===== config.mk =====
export PLATFORM = sky130hd
export DESIGN_NAME = loop_bracket_tokenizer_top
export DESIGN_NICKNAME = d
export VERILOG_FILES = /design/src/hw/rtl/lbt_pkg.sv /design/src/hw/rtl/lbt_ram.sv /design/src/hw/rtl/lbt_filter.sv /design/src/hw/rtl/lbt_loop_ctrl.sv /design/src/hw/rtl/loop_bracket_tokenizer_top.sv
export SDC_FILE = /design/constraint.sdc
export NUM_CORES = 1
export LEC_CHECK = 0
export BUFFER_PORTS_ARGS = -buffer_cell sky130_fd_sc_hd__buf_2
export CAP_MARGIN = 20
export CORE_MARGIN = 2
export CORE_UTILIZATION = 30
export CTS_CLUSTER_DIAMETER = 200
export DETAILED_ROUTE_END_ITERATION = 16
export PLACE_DENSITY = 0.46
export SLEW_MARGIN = 20
export SYNTH_ARGS = -nofsm -noshare
export SYNTH_HDL_FRONTEND = slang
export SYNTH_SLANG_ARGS = --single-unit

===== constraint.sdc =====
create_clock -name i_clk -period 14 [get_ports i_clk]
set_clock_uncertainty 0.2 [all_clocks]
set_input_delay 0.7 -clock i_clk [delete_from_list [all_inputs] [get_ports i_clk]]
set_output_delay 0.7 -clock i_clk [all_outputs]
set_load 0.01 [all_outputs]

===== src/hw/rtl/lbt_pkg.sv =====
`timescale 1ns / 1ps

package lbt_pkg;

    localparam int MAX_NESTING_DEF      = 64;
    localparam int LOOP_NUMBER_BITS_DEF = 16;
    localparam int LOOP_NUMBER_W        = 16;

    // comment modes
    localparam logic [1:0] CM_NONE       = 2'd0;
    localparam logic [1:0] CM_HASH_BLOCK = 2'd1;
    localparam logic [1:0] CM_HASH_LINE  = 2'd2;

    localparam logic [7:0] CH_HASH    = 8'h23;
    localparam logic [7:0] CH_NEWLINE = 8'h0A;
    localparam logic [7:0] CH_PLUS    = 8'h2B;
    localparam logic [7:0] CH_MINUS   = 8'h2D;
    localparam logic [7:0] CH_LEFT    = 8'h3C;
    localparam logic [7:0] CH_RIGHT   = 8'h3E;
    localparam logic [7:0] CH_OPEN    = 8'h5B;
    localparam logic [7:0] CH_CLOSE   = 8'h5D;
    localparam logic [7:0] CH_INPUT   = 8'h2C;
    localparam logic [7:0] CH_OUTPUT  = 8'h2E;

    typedef enum logic [2:0] {
        OP_PLUS   = 3'd0,
        OP_MINUS  = 3'd1,
        OP_LEFT   = 3'd2,
        OP_RIGHT  = 3'd3,
        OP_OPEN   = 3'd4,
        OP_CLOSE  = 3'd5,
        OP_INPUT  = 3'd6,
        OP_OUTPUT = 3'd7
    } t_opcode;

    typedef enum logic [1:0] {
        ST_OK        = 2'd0,
        ST_UNMATCHED = 2'd1,
        ST_TOO_DEEP  = 2'd2,
        ST_EXHAUSTED = 2'd3
    } t_status;

    // filtered command handed from the comment filter to the loop control
    typedef struct packed {
        logic    hit;
        t_opcode op;
    } t_cmd;

    // registered result word, loop number travels on its own port
    typedef struct packed {
        logic    valid;
        t_opcode op;
        t_status status;
        logic    from_ram;
    } t_res;

endpackage


===== src/hw/rtl/lbt_ram.sv =====
`timescale 1ns / 1ps

module lbt_ram #(
    parameter int WIDTH = 16,
    parameter int DEPTH = 64,
    localparam int AW   = (DEPTH > 1) ? $clog2(DEPTH) : 1
) (
    input  logic             i_clk,
    input  logic             i_we,
    input  logic [AW-1:0]    i_waddr,
    input  logic [WIDTH-1:0] i_wdata,
    input  logic             i_re,
    input  logic [AW-1:0]    i_raddr,
    output logic [WIDTH-1:0] o_rdata
);

    logic [WIDTH-1:0] r_mem [DEPTH];
    logic [WIDTH-1:0] r_rdata;

    always_ff @(posedge i_clk) begin
        if (i_we) begin
            r_mem[i_waddr] <= i_wdata;
        end
        if (i_re) begin
            r_rdata <= r_mem[i_raddr];
        end
    end

    assign o_rdata = r_rdata;

endmodule


===== src/hw/rtl/lbt_filter.sv =====
`timescale 1ns / 1ps

module lbt_filter (
    input  logic         i_clk,
    input  logic         i_rst_n,
    input  logic         i_en,
    input  logic         i_halted,
    input  logic [1:0]   i_comment_mode,
    input  logic [7:0]   i_source_byte,
    input  logic [7:0]   i_next_byte,
    output lbt_pkg::t_cmd o_cmd
);

    logic    r_line;
    logic    r_block;
    logic    n_line;
    logic    n_block;
    logic    is_cmd;
    lbt_pkg::t_opcode op;

    always_comb begin
        n_line  = r_line;
        n_block = r_block;
        if (i_comment_mode == lbt_pkg::CM_NONE) begin
            n_line  = 1'b0;
            n_block = 1'b0;
        end else begin
            if (i_comment_mode == lbt_pkg::CM_HASH_BLOCK && i_source_byte == lbt_pkg::CH_HASH) begin
                if (i_next_byte == lbt_pkg::CH_HASH) begin
                    n_block = !r_block;
                end else begin
                    n_line = 1'b1;
                end
            end
            if (i_source_byte == lbt_pkg::CH_NEWLINE) begin
                n_line = 1'b0;
            end
            if (i_comment_mode == lbt_pkg::CM_HASH_LINE && i_source_byte == lbt_pkg::CH_HASH) begin
                n_line = 1'b1;
            end
        end
    end

    always_comb begin
        is_cmd = 1'b1;
        op     = lbt_pkg::OP_PLUS;
        case (i_source_byte)
            lbt_pkg::CH_PLUS:   op = lbt_pkg::OP_PLUS;
            lbt_pkg::CH_MINUS:  op = lbt_pkg::OP_MINUS;
            lbt_pkg::CH_LEFT:   op = lbt_pkg::OP_LEFT;
            lbt_pkg::CH_RIGHT:  op = lbt_pkg::OP_RIGHT;
            lbt_pkg::CH_OPEN:   op = lbt_pkg::OP_OPEN;
            lbt_pkg::CH_CLOSE:  op = lbt_pkg::OP_CLOSE;
            lbt_pkg::CH_INPUT:  op = lbt_pkg::OP_INPUT;
            lbt_pkg::CH_OUTPUT: op = lbt_pkg::OP_OUTPUT;
            default:            is_cmd = 1'b0;
        endcase
    end

    // drop commented bytes using the flags after this byte's update
    assign o_cmd.hit = is_cmd && !n_line && !n_block && !i_halted;
    assign o_cmd.op  = op;

    always_ff @(posedge i_clk) begin
        if (!i_rst_n) begin
            r_line  <= 1'b0;
            r_block <= 1'b0;
        end else if (i_en && !i_halted) begin
            r_line  <= n_line;
            r_block <= n_block;
        end
    end

endmodule


===== src/hw/rtl/lbt_loop_ctrl.sv =====
`timescale 1ns / 1ps

module lbt_loop_ctrl #(
    parameter int MAX_NESTING      = lbt_pkg::MAX_NESTING_DEF,
    parameter int LOOP_NUMBER_BITS = lbt_pkg::LOOP_NUMBER_BITS_DEF
) (
    input  logic                              i_clk,
    input  logic                              i_rst_n,
    input  logic                              i_adv,
    input  logic                              i_proc,
    input  lbt_pkg::t_cmd                     i_cmd,
    output logic                              o_halted,
    output lbt_pkg::t_res                     o_res,
    output logic [lbt_pkg::LOOP_NUMBER_W-1:0] o_loop_number
);

    localparam int DW = $clog2(MAX_NESTING + 1);
    localparam int AW = (MAX_NESTING > 1) ? $clog2(MAX_NESTING) : 1;
    localparam int CW = LOOP_NUMBER_BITS + 1;

    logic [DW-1:0]               r_depth;
    logic [DW-1:0]               n_depth;
    logic [CW-1:0]               r_count;
    logic [CW-1:0]               n_count;
    logic                        r_halted;
    logic                        n_halted;
    lbt_pkg::t_res               r_res;
    lbt_pkg::t_res               n_res;
    logic [LOOP_NUMBER_BITS-1:0] r_num;
    logic [LOOP_NUMBER_BITS-1:0] n_num;
    logic                        push;
    logic                        pop;
    logic [DW-1:0]               depth_dec;
    logic [LOOP_NUMBER_BITS-1:0] ram_rdata;
    logic [LOOP_NUMBER_BITS-1:0] num_sel;

    assign depth_dec = r_depth - DW'(1);

    always_comb begin
        n_depth        = r_depth;
        n_count        = r_count;
        n_halted       = r_halted;
        n_num          = '0;
        push           = 1'b0;
        pop            = 1'b0;
        n_res.valid    = i_cmd.hit;
        n_res.op       = i_cmd.op;
        n_res.status   = lbt_pkg::ST_OK;
        n_res.from_ram = 1'b0;
        if (i_cmd.hit) begin
            case (i_cmd.op)
                lbt_pkg::OP_OPEN: begin
                    if (r_depth == DW'(MAX_NESTING)) begin
                        n_res.status = lbt_pkg::ST_TOO_DEEP;
                        n_halted     = 1'b1;
                    end else if (r_count[LOOP_NUMBER_BITS]) begin
                        n_res.status = lbt_pkg::ST_EXHAUSTED;
                        n_halted     = 1'b1;
                    end else begin
                        push    = 1'b1;
                        n_num   = r_count[LOOP_NUMBER_BITS-1:0];
                        n_count = r_count + CW'(1);
                        n_depth = r_depth + DW'(1);
                    end
                end
                lbt_pkg::OP_CLOSE: begin
                    if (r_depth == '0) begin
                        n_res.status = lbt_pkg::ST_UNMATCHED;
                        n_halted     = 1'b1;
                    end else begin
                        pop            = 1'b1;
                        n_res.from_ram = 1'b1;
                        n_depth        = depth_dec;
                    end
                end
                default: ;
            endcase
        end
    end

    lbt_ram #(
        .WIDTH (LOOP_NUMBER_BITS),
        .DEPTH (MAX_NESTING)
    ) u_stack (
        .i_clk   (i_clk),
        .i_we    (i_proc && push),
        .i_waddr (r_depth[AW-1:0]),
        .i_wdata (r_count[LOOP_NUMBER_BITS-1:0]),
        .i_re    (i_proc && pop),
        .i_raddr (depth_dec[AW-1:0]),
        .o_rdata (ram_rdata)
    );

    always_ff @(posedge i_clk) begin
        if (!i_rst_n) begin
            r_depth     <= '0;
            r_count     <= '0;
            r_halted    <= 1'b0;
            r_res.valid <= 1'b0;
        end else begin
            if (i_proc) begin
                r_depth  <= n_depth;
                r_count  <= n_count;
                r_halted <= n_halted;
            end
            if (i_adv) begin
                r_res.valid    <= i_proc && n_res.valid;
                r_res.op       <= n_res.op;
                r_res.status   <= n_res.status;
                r_res.from_ram <= n_res.from_ram;
                r_num          <= n_num;
            end
        end
    end

    assign num_sel       = r_res.from_ram ? ram_rdata : r_num;
    assign o_loop_number = lbt_pkg::LOOP_NUMBER_W'(num_sel);
    assign o_res         = r_res;
    assign o_halted      = r_halted;

endmodule


===== src/hw/rtl/loop_bracket_tokenizer_top.sv =====
`timescale 1ns / 1ps

// Bracket-matching tokenizer for the eight-command loop language. One source
// byte and its lookahead enter per word; commented and non-command bytes are
// dropped, every other byte leaves as one opcode word. Open brackets take the
// next loop number and push it on a MAX_NESTING-deep stack held in a RAM;
// close brackets pop it and report it again. Throughput is one byte per cycle
// unless output stalls, via the input register and the result register with
// the registered stack read. An unmatched close, a full stack or exhausting
// 2^LOOP_NUMBER_BITS loop numbers gives one error word; then all input is
// swallowed without results until reset. The user must write comment_mode via
// i_cfg_we/i_cfg_data only with no word in flight; the block does not check.
module loop_bracket_tokenizer_top #(
    parameter int MAX_NESTING      = lbt_pkg::MAX_NESTING_DEF,
    parameter int LOOP_NUMBER_BITS = lbt_pkg::LOOP_NUMBER_BITS_DEF
) (
    input  logic                              i_clk,
    input  logic                              i_rst_n,
    input  logic                              i_cfg_we,
    input  logic [1:0]                        i_cfg_data,
    input  logic                              i_in_valid,
    output logic                              o_in_stall,
    input  logic [7:0]                        i_source_byte,
    input  logic [7:0]                        i_next_byte,
    output logic                              o_out_valid,
    input  logic                              i_out_stall,
    output logic [2:0]                        o_opcode,
    output logic [lbt_pkg::LOOP_NUMBER_W-1:0] o_loop_number,
    output logic [1:0]                        o_status
);

    logic          r_comment_mode;
    logic [1:0]    r_mode;
    logic          r_v0;
    logic [7:0]    r_src;
    logic [7:0]    r_nxt;
    logic          adv;
    logic          proc;
    logic          accept;
    logic          halted;
    lbt_pkg::t_cmd cmd;
    lbt_pkg::t_res res;

    // advance the pipe when the result register is empty or being taken
    assign adv    = !res.valid || !i_out_stall;
    assign proc   = r_v0 && adv;
    assign accept = i_in_valid && !o_in_stall;

    assign o_in_stall = r_v0 && !adv;

    always_ff @(posedge i_clk) begin
        if (!i_rst_n) begin
            r_mode         <= lbt_pkg::CM_NONE;
            r_comment_mode <= 1'b0;
            r_v0           <= 1'b0;
        end else begin
            if (i_cfg_we) begin
                r_mode         <= i_cfg_data;
                r_comment_mode <= (i_cfg_data != lbt_pkg::CM_NONE);
            end
            if (adv || !r_v0) begin
                r_v0 <= accept;
            end
        end
    end

    always_ff @(posedge i_clk) begin
        if (accept) begin
            r_src <= i_source_byte;
            r_nxt <= i_next_byte;
        end
    end

    lbt_filter u_filter (
        .i_clk          (i_clk),
        .i_rst_n        (i_rst_n),
        .i_en           (proc),
        .i_halted       (halted),
        .i_comment_mode (r_comment_mode ? r_mode : lbt_pkg::CM_NONE),
        .i_source_byte  (r_src),
        .i_next_byte    (r_nxt),
        .o_cmd          (cmd)
    );

    lbt_loop_ctrl #(
        .MAX_NESTING      (MAX_NESTING),
        .LOOP_NUMBER_BITS (LOOP_NUMBER_BITS)
    ) u_loop (
        .i_clk         (i_clk),
        .i_rst_n       (i_rst_n),
        .i_adv         (adv),
        .i_proc        (proc),
        .i_cmd         (cmd),
        .o_halted      (halted),
        .o_res         (res),
        .o_loop_number (o_loop_number)
    );

    assign o_out_valid = res.valid;
    assign o_opcode    = res.op;
    assign o_status    = res.status;

endmodule


# == Word level (Yosys, flattened, before mapping) ==
# Memory sizes are Yosys's and may differ from the RTL's. A register that Yosys moved wholly into a read port is not among the register bits.
# Cells that the tools add are included.
# word_totals
regBits,70
output_inout_bits,23
memories,1
latchBits,0
ramBits,1024
mem_bits_ro,0
# memory_table
memory,words,width,rd,rd_ports_with_merged_regs,wr,line,source
u_loop.u_stack.r_mem,64,16,1,1,1,lbt_ram.sv:17,logic [WIDTH-1:0] r_mem [DEPTH];
# op_classes
n_reduce_logical,34
muxes,34
multipliers,0
n_div,0
n_bitwise,4
eq_ne,21
add_sub_neg,3
magnitude_cmp,0
shifts,0
# ops
cell,n
"8-bit by 6-bit == test with 1-bit output, second input constant",8
1-bit 2-to-1 mux,22
7-bit 2-to-1 mux,3
3-bit case mux with 7 select lines,1
"17-bit by 1-bit adder with 17-bit output, second input constant",1
17-bit 2-to-1 mux,1
"8-bit by 7-bit == test with 1-bit output, second input constant",2
16-bit 2-to-1 mux,1
7-bit case mux with 2 select lines,1
1-bit logical AND,12
5-bit AND reduction,2
1-bit logical NOT,9
"8-bit by 4-bit == test with 1-bit output, second input constant",1
8-bit OR reduction,1
"7-bit by 1-bit adder with 7-bit output, second input constant",1
"7-bit == test, second input constant",1
7-bit logical NOT,1
"7-bit by 1-bit subtractor with 7-bit output, second input constant",1
"3-bit == test, second input constant",2
2-bit 2-to-1 mux,3
"2-bit inequality test, second input constant",3
6-bit AND reduction,1
1-bit NOT,4
2-bit case mux with 2 select lines,1
other kinds (11),13

# == Depth between registers and ports, before layout ==
# logic_depth
ltp_word,15
ltp_mapped,14
ltp_nobuf,9

# == Modules after synthesis ==
# Synthesis repeated with hierarchy kept, for this count alone.
# unflattened
cells_unflattened,2158
area_unflattened_um2,43769.5
# modules_own_cells
mod,cells_each,seq_area_each_um2,area_each_um2,n_inst
lbt_ram,1829,31230.0,40202.3,1
lbt_loop_ctrl,253,1181.1,2548.7,1
loop_bracket_tokenizer_top,34,560.5,654.4,1
lbt_filter,42,40.0,364.1,1

# == Worst setup path after synthesis ==
# OpenSTA, ideal clock, no wires.
# synth_timing
kind,register -> register
startpoint,register u_loop.r_depth[0]
endpoint,memory u_loop.u_stack.r_mem[31][0] (enable)
stages_incl_launch_ff,14
required_ns,13.370
path_slack_ns,8.994
arrival_time_ns,4.376
path_cell_list,dfxtp_1 -> buf_2 -> clkbuf_1 -> buf_2 -> inv_1 -> ha_1 -> nor3b_1 -> a31oi_1 -> nor4b_2 -> nand2_2 -> or2_1 -> buf_6 -> buf_2 -> nor4_1
# synth_via
elab_chain_cells,7
# synth_rtl
element,line,source
start: declaration,lbt_loop_ctrl.sv:21,logic [DW-1:0] r_depth;
start signal: assignment,lbt_loop_ctrl.sv:102,r_depth <= n_depth;
7-bit == test,lbt_loop_ctrl.sv:53,if (r_depth == DW'(MAX_NESTING)) begin
1-bit 2-to-1 mux,lbt_loop_ctrl.sv:53,
1-bit 2-to-1 mux,lbt_loop_ctrl.sv:51,case (i_cmd.op)
1-bit 2-to-1 mux,lbt_loop_ctrl.sv:50,if (i_cmd.hit) begin
1-bit logical AND,lbt_loop_ctrl.sv:86,".i_we (i_proc && push),"
1-bit 2-to-1 mux,lbt_ram.sv:21,if (i_we) begin
1-bit 2-to-1 mux (not written as such),lbt_ram.sv:22,r_mem[i_waddr] <= i_wdata;
end: declaration,lbt_ram.sv:17,
# Parallel ways exist; a longest one is shown, timed or not.

# == Final worst setup path ==
# layout_timing
startpoint,register u_loop.r_depth[0]
endpoint,register u_loop.u_stack.r_rdata[8] (netlist: u_loop.u_stack.o_rdata[8]) (read register of u_loop.u_stack.r_mem) (data pin)
# layout_via
elab_chain_cells,5
word_cells_on_any_way,6
# layout_rtl
element,line,source
7-bit logical NOT,lbt_loop_ctrl.sv:67,if (r_depth == '0) begin
1-bit 2-to-1 mux,lbt_loop_ctrl.sv:67,
1-bit 2-to-1 mux,-,
1-bit 2-to-1 mux,lbt_loop_ctrl.sv:50,
1-bit logical AND,lbt_loop_ctrl.sv:89,".i_re (i_proc && pop),"
end: declaration,lbt_ram.sv:18,logic [WIDTH-1:0] r_rdata;
# Parallel ways exist; a longest one is shown, timed or not.
# A chain may end at the register's enable or synchronous reset.

==> flow_summary.ini <==
[outcome]
outcome = completed

[placed_design]
numPortBuffers = 45
dpl_cell_area_mm2 = 0.0461
place_ws_ps = 8390
place_congestion = 0.737
placedCellCount = 3830
dp_hpwl_um = 59500

[floorplan]
die_area_mm2 = 0.146
die_w_um = 383
num_io_pins = 46
core_area_mm2 = 0.142
core.rowCount = 138
start_util_pct = 30.3
die_h_um = 383

[clocking]
path_clk_slew_ps = 60
hold_buffers = 17
htree_levels = 3
postCtsSetupBuffers = 0
clock_latency_ps = 700
cts_resized = 0
cts_tree = built
cts.sinks = 1110
cts_made_buffers = 117
clock_path_buffers = 3
cts_root_buffer = clkbuf_16

[timing]
worst_slack_ps = 8440
fmax_mhz = 180
max_slew_margin_pct = 21.1
finalCriticalPeriod_ps = 5560
drv_slew = 0
tightest_slew_ps = 1180
tns_ps = 0
finalSetupViolations = 0
fin_hold_ws_ps = 65.4
grt_setup_unrepaired = false
fin_crit_sh_pct = 39.7
hold_viol_final = 0

[global_route]
grt_use_met1_pct = 20.6
overflow = 0
gr-usage-met3_pct = 3.39
grt_antenna_before_repair = 6
grt.total_usage_pct = 15.2
grt_use_met2_pct = 24.5
grt_pass1_wl_um = 158000
grt.busiest_layer = met2
grt_max_degree = 157
grt_pass1_vias = 21100

[final_layout]
fillCellCount = 13100
post-route-cell-area_mm2 = 0.0502
multiInputGateArea_mm2 = 0.00977
drive_gt1_share_pct = 33.9
final_cells = 4070
ff_latch_area_mm2 = 0.0330
layout.nets = 2104
area_growth_pct = 16.7

[logic_synthesis]
seq_area_frac_synth_pct = 76.8
synth_top_cell_by_area = edfxtp_1
synth_top_area_share_pct = 75.3
synth_top_cells_by_count = edfxtp_1 (1,078), mux4_2 (320), nor2_1 (83)
syn_area_mm2 = 0.0430
synth.most_common_cell = edfxtp_1
synth_warnings = 0
ys_types = 63
synth_ff_type = edfxtp_1
yosys-top-cells-area = edfxtp_1 (75%), mux4_2 (17%), dfxtp_1 (1.5%)
synth_cells = 1914
synth_edf_count = 1078
synthArstFlopShare_pct = 0
syn_nets = 1940
synth_seq_cells = 1110
synth_area_per_cell_um2 = 22.5

[detailed_routing]
drc = 0
firstDrtPassIters = 5
viasPerCell = 4.98
num_vias = 20300
wire_per_inst_um = 27.6
wl_um = 112000
drtIter0Drc = 1899
antenna_left = 0

[run]
cap_violations = 0

[critical_path]
cp-end-kind = flip-flop
critPathLaunchType = flip-flop
crit_top_cell = mux4_2
arrival_ps = 5760
critical_path_class = flip-flop to flip-flop
path_cells = inv_1, ha_4, buf_4, mux4_2, mux4_2, a22oi_1, nand2_1
crit_fanout = 55
crit_required_ps = 14200
cp_slowest_stage_delay_ps = 930
slowest_stage = dfxtp_4

[power]
vdd_ir_drop_max_v = 0.0000988
p_leak_nw = 16.6
p_per_area_mw_per_mm2 = 134

[min_path]
hold_path_class = input port to flip-flop
==> placed cells by master (no fill, tap or decap), types with 32 or more instances in the layout <==
| cell | n |
|---|---|
| nor2_1 | 35 |
| buf_2 | 45 |
| clkbuf_16 | 119 |
| mux4_2 | 320 |
| nor2_2 | 48 |
| nand2_1 | 36 |
| edfxtp_1 | 1078 |
| clkinv_1 | 33 |
| buf_4 | 83 |
| a22oi_1 | 32 |
==> per-stage QoR <==
| stage | utilization, % | power (mW) |
|---|---|---|
| 3_3_place_gp | 32.5 | 3.70 |
| 4_1_cts | 35.3 | 6.79 |
| 6_report | 35.4 | 6.72 |
| 5_1_grt | 35.3 | 6.92 |
| 2_1_floorplan | - | 3.68 |
| 3_5_place_dp | 32.5 | 3.70 |
==> path summary, 6_finish.rpt <==
path | start | to | slack, ps | cells past startpoint
worst max register to register | u_loop.r_depth[0]$_SDFFE_PN0P_ | u_loop.u_stack.o_rdata[8]$_DFFE_PP_ | 8440 | 7
worst min register to register | u_filter.r_block$_SDFFE_PN0P_ | u_filter.r_block$_SDFFE_PN0P_ | 290 | 2
worst min-delay path | i_cfg_we | r_comment_mode$_SDFFE_PN0P_ | 70 | 2
worst max-delay path | u_loop.r_depth[0]$_SDFFE_PN0P_ | u_loop.u_stack.o_rdata[8]$_DFFE_PP_ | 8440 | 7
==> cell type report <==
type	instances	share of cell area (%)
multi-input combinational	691	19.5
clock inverter	81	1.47
inverter	8	0.0599
tap	1890	4.71
clock buffer	139	6.18
timing repair buffer	150	2.26
antenna	1	0.00499
sequential	1110	65.8
==> metal layers <==
| layer | up-vias | routed length (um) |
|---|---|---|
| met5 | - | 8 |
| li1 | 8459 | - |
| met3 | 179 | 6380 |
| met1 | 11100 | 48900 |
| met4 | 2 | 3210 |
| met2 | 551 | 53800 |
==> flip-flops by register name (all words and copies together) (netlist names), 2 cells and up <==
| register | count |
|---|---|
| r_mode | 2 |
| r_nxt | 8 |
| u_loop.r_depth | 7 |
| u_loop.o_res | 7 |
| u_loop.u_stack.o_rdata | 16 |
| r_src | 8 |
| u_loop.u_stack.r_mem | 1024 |
| u_loop.r_num | 16 |
| u_loop.r_count | 17 |
==> logic make-up after synthesis <==
| kind of cell | synth area share (%) |
|---|---|
| buf+inv | 1.12 |
| fa+ha+maj | 0.0873 |
| compound gates | 1.37 |
| simple gates | 2.98 |
| mux | 17.3 |
| xor+xnor | 0.326 |
| flops | 76.8 |
==> power by group <==
group          internal (mW)  switching, mW
Combinational         0.0145         0.0183
Sequential              3.59        0.00524
Clock                   1.81           1.27
Total                   5.42           1.30
==> critical path: cells and delay by family, from the launching register on <==
kind / cells / cell delay [ps]
compound gates: 1 / 890
buf+inv: 2 / 1080
mux: 2 / 950
flops: 1 / 930
fa+ha+maj: 1 / 930
simple gates: 1 / 130
Note: power is estimated with default switching activity, not from simulation.
